--- src/rtl/bba_pkg.sv ---
// ----------------------------------------------------------------------------
// bba_pkg
// Shared constants and types of the buddy block allocator.
// ----------------------------------------------------------------------------
`default_nettype none
package bba_pkg;

  localparam int PAGE_ORDER   = 12;
  localparam int REGION_ORDER = 20;
  localparam int PAGE_W       = REGION_ORDER - PAGE_ORDER;
  localparam int NPAGES       = 1 << PAGE_W;
  localparam int NORDERS      = PAGE_W + 1;
  localparam int LI_W         = $clog2(NORDERS);
  localparam int LINK_W       = PAGE_W + 1;
  localparam int SIZE_W       = REGION_ORDER + 1;
  localparam int ORD_W        = 5;

  localparam logic [LINK_W-1:0] LINK_NONE = LINK_W'(NPAGES);

  typedef enum logic [1:0] {
    KIND_ALLOC = 2'd0,
    KIND_FREE  = 2'd1,
    KIND_FAIL  = 2'd2
  } kind_t;

  typedef struct packed {
    kind_t             kind;
    logic [LI_W-1:0]   li;
    logic [PAGE_W-1:0] page;
  } job_t;

  typedef struct packed {
    logic              in_use;
    logic [ORD_W-1:0]  order;
  } meta_t;

endpackage
`default_nettype wire

--- src/rtl/bba_front.sv ---
// ----------------------------------------------------------------------------
// bba_front
// Accepts command beats, rounds sizes to an order, and queues jobs.
// ----------------------------------------------------------------------------
`default_nettype none
module bba_front import bba_pkg::*; (
  input  wire logic                    clk,
  input  wire logic                    rst,
  input  wire logic                    cmd_valid,
  output logic                         cmd_stall,
  input  wire logic                    command,
  input  wire logic [SIZE_W-1:0]       request_size,
  input  wire logic [REGION_ORDER-1:0] free_offset,
  output job_t                         job,
  output logic                         job_valid,
  input  wire logic                    job_pop
);

  job_t       fifo [2];
  logic       wr_ptr;
  logic       rd_ptr;
  logic [1:0] count;
  logic       fit;
  logic [LI_W-1:0] want_li;
  job_t       job_in;
  logic       push;

  always_comb begin
    fit     = 1'b0;
    want_li = '0;
    for (int i = NORDERS - 1; i >= 0; i--) begin
      if (request_size <= SIZE_W'(64'd1 << (PAGE_ORDER + i))) begin
        fit     = 1'b1;
        want_li = LI_W'(i);
      end
    end
    job_in.kind = command ? KIND_FREE : (fit ? KIND_ALLOC : KIND_FAIL);
    job_in.li   = want_li;
    job_in.page = free_offset[REGION_ORDER-1:PAGE_ORDER];
  end

  assign cmd_stall = (count == 2'd2);
  assign push      = cmd_valid && !cmd_stall;
  assign job_valid = (count != 2'd0);
  assign job       = fifo[rd_ptr];

  always_ff @(posedge clk) begin
    if (rst) begin
      wr_ptr <= 1'b0;
      rd_ptr <= 1'b0;
      count  <= 2'd0;
    end else begin
      if (push) begin
        fifo[wr_ptr] <= job_in;
        wr_ptr       <= ~wr_ptr;
      end
      if (job_pop) begin
        rd_ptr <= ~rd_ptr;
      end
      count <= count + 2'(push) - 2'(job_pop);
    end
  end

endmodule
`default_nettype wire

--- config.mk ---
export PLATFORM = sky130hd
export DESIGN_NAME = bba_front
export DESIGN_NICKNAME = d
export VERILOG_FILES = /design/src/rtl/bba_pkg.sv /design/src/rtl/bba_front.sv
export SDC_FILE = /design/constraint.sdc
export NUM_CORES = 1
export LEC_CHECK = 0
export BUFFER_PORTS_ARGS = -buffer_cell sky130_fd_sc_hd__buf_2
export CAP_MARGIN = 5
export CORE_ASPECT_RATIO = 0.9
export CORE_UTILIZATION = 45
export CTS_BUF_LIST = sky130_fd_sc_hd__clkbuf_2
export DETAILED_ROUTE_END_ITERATION = 12
export MAX_ROUTING_LAYER = met4
export PLACE_DENSITY = 0.82
export SETUP_SLACK_MARGIN = 0.5
export SYNTH_ARGS = -nofsm -noshare
export SYNTH_HDL_FRONTEND = slang
export SYNTH_SLANG_ARGS = --single-unit
export TNS_END_PERCENT = 30
--- constraint.sdc ---
create_clock -name clk -period 2.39 [get_ports clk]
set_clock_uncertainty 0.05 [all_clocks]
set_input_delay 0.239 -clock clk [delete_from_list [all_inputs] [get_ports clk]]
set_output_delay 0.239 -clock clk [all_outputs]
set_load 0.05 [all_outputs]
==> flow_metrics.env, run 1 <==
export IMPL_status="finished, final reports clean"
export IMPL_cp_required_ps=2100
export IMPL_yosysUniqueCellTypes=32
export IMPL_syn_avg_cell_area_sq_um=13.34
export IMPL_seq_area_frac_synth=0.6189
export IMPL_grt_pass1_wl_mm=4.892
export IMPL_synth_yosys_warnings=0
export IMPL_synth_common_cells="edfxtp_1 (28), mux2_2 (14), nor2_1 (10)"
export IMPL_fin_tns_setup_ps=0
export IMPL_first_pass_iters=4
export IMPL_drc=0
export IMPL_maxSlewViolCount=0
export IMPL_critPathLaunchType="flip-flop"
export IMPL_synth_top_family_by_area="simple AND/OR/NAND/NOR gates"
export IMPL_vias=1198
export IMPL_holdPathStages=2
export IMPL_worstReg2RegEnd="count[1]$_SDFF_PP0_"
export IMPL_synth_ff_latch_count=33
export IMPL_clock_latency_ps=350
export IMPL_reg2reg_from="count[1]$_SDFF_PP0_"
export IMPL_ant_nets=0
export IMPL_clkTransAtPathRegs_ps=150
export IMPL_htree_num_levels=2
export IMPL_grt_remaining_overflow=0
export IMPL_synth_compound_area_share=0.06831
export IMPL_cts_path_max_buffers=2
export IMPL_synth_edf_count=28
export IMPL_synthTopCellsByArea="edfxtp_1 (55%), mux2_2 (10%), dfxtp_1 (6.6%)"
export IMPL_worstPathArrival_ps=1500
export IMPL_final_util=0.6364
export IMPL_peakVddDrop_v=0.0003009
export IMPL_path_class="reg2out"
export IMPL_fmax_mhz=558.3
export IMPL_clock_sinks=33
export IMPL_cp_end_kind="output port"
export IMPL_area_growth_pct=31.36
export IMPL_finalCriticalPeriod_ps=1791
export IMPL_yosysTopAreaCell="edfxtp_1"
export IMPL_timing_reg2reg_setup_slack_ps=700
export IMPL_syn_inst=114
export IMPL_power_density_nw_per_um2=759.0
export IMPL_fill_cells=268
export IMPL_hp_class="in2reg"
export IMPL_synth_ff_type="edfxtp_1"
export IMPL_fp_row_count=19
export IMPL_maxCapViolCount=0
export IMPL_core_sq_um=3138
export IMPL_drive_gt1_frac=0.4611
export IMPL_grt_max_degree=15
export IMPL_synth_simple_area_share=0.1523
export IMPL_syn_area_sq_um=1520
export IMPL_async_reset_ff_frac=0
export IMPL_cts_buffers=5
export IMPL_die_x_um=63.27
export IMPL_finalCritPeriodShare=0.7495
export IMPL_grt_setup_unrepaired="yes"
export IMPL_antennaDiodeCount=0
export IMPL_cp_max_fo=14
export IMPL_synth_xor_area_frac=0.02305
export IMPL_crit_path_max_incr_delay_ps=560
export IMPL_hp_start="rst"
export IMPL_root_buffer="clkbuf_2"
export IMPL_pre_cts_slack_ps=379.7
export IMPL_hold_path_end="count[1]$_SDFF_PP0_"
export IMPL_synth_top_cell_area_share=0.5531
export IMPL_grt_pass1_vias=1199
export IMPL_cp_slowest_cell="dfxtp_2"
export IMPL_pin_count=62
export IMPL_worst_pin_slew_ps=702.7
export IMPL_synthMuxAreaShare=0.1037
export IMPL_gp_congestion=0.7340
export IMPL_timing_final_ws_setup_ps=598.7
export IMPL_p_leak_nw=0.7591
export IMPL_initial_core_util=0.4844
export IMPL_hpwl_mm=2.170
export IMPL_hold_viol=0
export IMPL_io_buffers=49
export IMPL_totalWireLength_mm=2.964
export IMPL_drt_iter0_drc=31
export IMPL_whs_ps=98.53
export IMPL_vias_per_cell=5.396
export IMPL_grt_use_total=0.1852
export IMPL_fp_dieArea_sq_um=3615
export IMPL_antenna_found_initial=0
export IMPL_path_cells="mux2_2 > buf_2"
export IMPL_setup_violations=0
export IMPL_cts_setup_buffers=0
export IMPL_synth_net_count=162
export IMPL_relSlewSlack=0.5310
export IMPL_nNetsFinal=227
export IMPL_synth_most_common_cell="edfxtp_1"
export IMPL_synth_adder_area_share=0.01646
export IMPL_die_h_um=57.14
export IMPL_reg2reg_depth=8
export IMPL_cts_tree="done"
export IMPL_wl_per_cell_um=13.35
-- metrics by stage --
stage          cell area [sq um]  power [mW]  std cells
6_report                    1997       1.516        222
5_1_grt                     1997       1.586        222
3_5_place_dp                1832       1.160        205
3_3_place_gp                1832       1.143        205
4_1_cts                     1947       1.517        218
2_1_floorplan               1525       1.044        114
-- power by group --
group,internal (mW),leakage (nW),total [mW],switching [mW]
registers,0.694,0.300,0.726,0.0322
logic,0.148,0.419,0.439,0.291
clock network,0.179,0.0406,0.351,0.172
total,1.02,0.759,1.52,0.495
-- cell type report --
type	instances	area [sq um]	area share
clock buffer	6	30.03	0.01504
inverter	6	22.52	0.01128
clock inverter	2	33.78	0.01692
timing repair buffer	59	342.8	0.1717
multi-input combinational	74	573.1	0.2870
tap	42	52.55	0.02632
sequential	33	942.2	0.4718
-- worst max path at each step --
stage	startpoint	end	slack (ps)	cells past startpoint
2_1_floorplan	count[1]$_SDFF_PP0_	fifo[0][0]$_DFFE_PP_	330	3
3_3_place_gp	count[1]$_SDFF_PP0_	fifo[1][5]$_DFFE_PP_	430	3
3_5_place_dp	count[1]$_SDFF_PP0_	fifo[1][1]$_DFFE_PP_	380	3
4_1_cts	count[1]$_SDFF_PP0_	fifo[1][1]$_DFFE_PP_	330	3
5_1_grt	flip-flop	job[13]	500	2
6_report	flip-flop	job[13]	600	2
-- state kept, by name, summed over array words and instances, names as in the netlist, named ones only --
name	flops
wr_ptr	1
count	2
fifo	28
rd_ptr	1
-- timing repair --
item                                    4_1_cts  5_1_grt
hold endpoints to repair                      9        8
hold buffers                                  5        4
endpoints found under the setup margin       29       25
resized for setup                             1        3
-- placed cells by master, fill, tap and decap left out, types with 2 or more instances in the layout --
master / count
dlygate4sd3_1: 9
clkbuf_2: 6
nand3_1: 3
nor2_1: 10
nor4_1: 2
o21ai_0: 2
o22ai_1: 2
mux2_2: 14
a21oi_1: 3
buf_2: 49
inv_1: 6
dfxtp_1: 4
nor3_1: 5
edfxtp_1: 28
nand4_1: 3
ha_1: 2
nor4_2: 4
xnor2_1: 3
and2_1: 2
nand2_1: 3
-- metal layers --
metal	vias to the layer above	routed length, um	track usage
li1	570	-	-
met1	555	1192	0.1908
met2	65	1528	0.3272
met3	8	197	0.05400
met4	0	46	0.08442
met5	-	0	-
-- kinds of logic after synthesis --
logic type | after synthesis
fa+ha+maj | 2
compound gates | 15
flops | 33
buf+inv | 7
mux | 14
simple gates | 39
xor+xnor | 4
-- critical path: cells and delay by family (launching register included) --
kind / cells / cell delay (ps)
buffers and inverters: 1 / 210
DFF: 1 / 560
muxes: 1 / 380
Power figures use the tool's default switching activity.
==> inputs of run 2 (changes only) <==
Settings changed: ABC_AREA from default to 1, PLACE_DENSITY 0.82 to 0.83.
Clock period 2.39 ns to 1.55 ns, I/O delays scaled along.
==> flow_metrics.env, run 2 <==
export IMPL_peakVddDrop_v=0.0006254
export IMPL_grt_setup_unrepaired="yes"
export IMPL_seqPwrFrac=0.433
export IMPL_die_h_um=61.34
export IMPL_maxSlewViolCount=0
export IMPL_dr_wl_met2_mm=2.469
export IMPL_reg_top3="fifo x28, count x2"
export IMPL_path_class="reg2out"
export IMPL_dr_wl_met3_um=215
export IMPL_gp_congestion=0.9380
export IMPL_final_cell_mix="buf_2 (31), edfxtp_1 (28), nand2_1 (27), nor2_1 (24), inv_1 (17)"
export IMPL_violations="setup timing"
export IMPL_power_density_nw_per_um2=941.5
export IMPL_core_sq_um=3731
export IMPL_cp_required_ps=1340
export IMPL_ant_nets=0
export IMPL_clock_latency_ps=380
export IMPL_drive_gt1_frac=0.4762
export IMPL_clkTransAtPathRegs_ps=160
export IMPL_regMostFlops="fifo"
export IMPL_fp_dieArea_sq_um=4166
export IMPL_cts_path_max_buffers=2
export IMPL_pin_count=62
export IMPL_synthTopCellsByArea="edfxtp_1 (48%), mux2_2 (9.0%), nor2_1 (6.2%)"
export IMPL_synth_yosys_warnings=0
export IMPL_totalWireLength_mm=4.450
export IMPL_largest_reg_flops=28
export IMPL_root_buffer="clkbuf_2"
export IMPL_hp_class="in2reg"
export IMPL_yosysTopAreaCell="edfxtp_1"
export IMPL_area_growth_pct=49.96
export IMPL_syn_inst=182
export IMPL_wl_per_cell_um=14.93
export IMPL_antennaDiodeCount=0
export IMPL_cp_end_kind="output port"
export IMPL_hold_viol=0
export IMPL_grt_use_total=0.2184
export IMPL_place_area_sq_um=2138
export IMPL_holdPathStages=2
export IMPL_finalCriticalPeriod_ps=1638
export IMPL_clock_sinks=33
export IMPL_first_pass_iters=4
export IMPL_grt_remaining_overflow=0
export IMPL_hpwl_mm=2.778
export IMPL_relSlewSlack=0.8454
export IMPL_timing_final_ws_setup_ps=-87.99
export IMPL_clkPwrFrac=0.231
export IMPL_p_int_mw=1.691
export IMPL_drc=0
export IMPL_cts_tree="done"
export IMPL_syn_area_sq_um=1760
export IMPL_synth_common_cells="nor2_1 (29), edfxtp_1 (28), nand2_1 (28)"
export IMPL_met1_length_mm=1.658
export IMPL_synth_net_count=230
export IMPL_crit_path_max_incr_delay_ps=410
export IMPL_nNetsFinal=299
export IMPL_worst_pin_slew_ps=231.9
export IMPL_final_util=0.7076
export IMPL_critPathLaunchType="flip-flop"
export IMPL_routed_top_layer="met4"
export IMPL_pre_cts_slack_ps=-59.58
export IMPL_synth_top_cell_area_share=0.4776
export IMPL_timing_reg2reg_setup_slack_ps=20
export IMPL_io_buffers=49
export IMPL_htree_num_levels=2
export IMPL_seq_area_frac_synth=0.5345
export IMPL_synth_ff_type="edfxtp_1"
export IMPL_vias_per_cell=5.128
export IMPL_vias=1528
export IMPL_reg2reg_depth=8
export IMPL_maxCapViolCount=0
export IMPL_yosysUniqueCellTypes=25
export IMPL_p_sw_uw=794.7
export IMPL_grt_pass1_vias=1399
export IMPL_cp_max_fo=7
export IMPL_layout_commonest_cell="buf_2"
export IMPL_path_cells="clkbuf_16 > mux2_4 > buf_8"
export IMPL_cp_slowest_cell="dfxtp_4"
export IMPL_async_reset_ff_frac=0
export IMPL_grt_max_degree=15
export IMPL_synth_edf_count=28
export IMPL_drt_iter0_drc=98
export IMPL_initial_core_util=0.4718
export IMPL_setup_violations=14
export IMPL_swShare=0.3197
export IMPL_fin_area_sq_um=2640
export IMPL_synth_ff_latch_count=33
export IMPL_synth_most_common_cell="nor2_1"
export IMPL_fill_cells=250
export IMPL_cts_buffers=5
export IMPL_p_comb_frac=0.336
export IMPL_p_leak_nw=1.080
export IMPL_fp_row_count=21
export IMPL_fmax_mhz=610.5
export IMPL_status="finished, violations left"
export IMPL_finalCritPeriodShare=1.057
export IMPL_antenna_found_initial=0
export IMPL_worstPathArrival_ps=1430
export IMPL_grt_pass1_wl_mm=6.168
export IMPL_die_x_um=67.93
export IMPL_syn_avg_cell_area_sq_um=9.673
## run 2: cell count changes in the layout (fill, tap and decap cells not counted), sizes merged, moves of 2 or more
cell	delta
nor2	+30
nand2	+28
inv	+18
nand3	+9
nor4	-6
buf	+3
nand4	+2
nor3	-2
nor3b	+2
## run 2: repair_timing
action                     in CTS  in global routing
gates resized for setup        46                 44
cloned                          0                  1
hold buffers                    9                  0
hold endpoints to repair       18                  0
pin swaps                      13                 13
buffers inserted                0                  1
setup endpoints to repair      49                 51
## run 2: cell type report
| class | instances | area [sq um] | share of cell area |
|---|---|---|---|
| sequential | 33 | 949.7 | 0.3597 |
| multi-input combinational | 124 | 888.4 | 0.3365 |
| timing repair buffer | 63 | 588.1 | 0.2227 |
| inverter | 24 | 92.59 | 0.03507 |
| tap | 46 | 57.56 | 0.02180 |
| clock inverter | 2 | 33.78 | 0.01280 |
| clock buffer | 6 | 30.03 | 0.01137 |
## run 2: final timing paths
kind,startpoint,to
worst max-delay path,flip-flop,job[3]
worst min-delay path,rst,count[0]$_SDFF_PP0_
worst max register to register,count[1]$_SDFF_PP0_,count[1]$_SDFF_PP0_
worst min register to register,wr_ptr$_SDFFE_PP0P_,wr_ptr$_SDFFE_PP0P_
## run 2: routing by layer
metal,global-route usage,vias up
met3,0.05741,13
met4,0.09821,0
met2,0.3627,51
met1,0.2471,713
li1,-,751
met5,-,-
## run 2: worst max-delay path: cells and delay by family (launching register included)
kind,cells,cell delay [ps]
multiplexers,1,320
buffers and inverters,2,310
flip-flops,1,410
## run 2: cell families after synthesis
group / Yosys count / synth area share
AND/OR/NAND/NOR: 98 / 0.2722
flip-flops: 33 / 0.5345
buffers and inverters: 25 / 0.05401
multiplexers: 14 / 0.08955
AO/OA/AOI/OAI: 8 / 0.02558
XOR/XNOR: 2 / 0.009952
adder cells (fa/ha/maj): 2 / 0.01421
## run 2: power groups by stage
stage	Sequential [mW]	Clock (mW)	Combinational, mW
global placement	1.08	0	0.582
global route	1.08	0.609	0.889
detailed placement	1.09	0	0.597
finish	1.08	0.575	0.835
CTS	1.07	0.569	0.717
floorplan	1.08	0	0.423
## run 2: stage by stage
| step | TNS (ps) | hold slack [ps] | power [mW] | instances |
|---|---|---|---|---|
| finish | -858.2 | 4.152 | 2.486 | 298 |
| global route | -1561 | 3.198 | 2.580 | 298 |
| CTS | -1038 | 7.738 | 2.355 | 296 |
| floorplan | 0 | 168.8 | 1.500 | 182 |
| detailed placement | -59.58 | 298.1 | 1.684 | 279 |
| global placement | 0 | 293.1 | 1.660 | 279 |
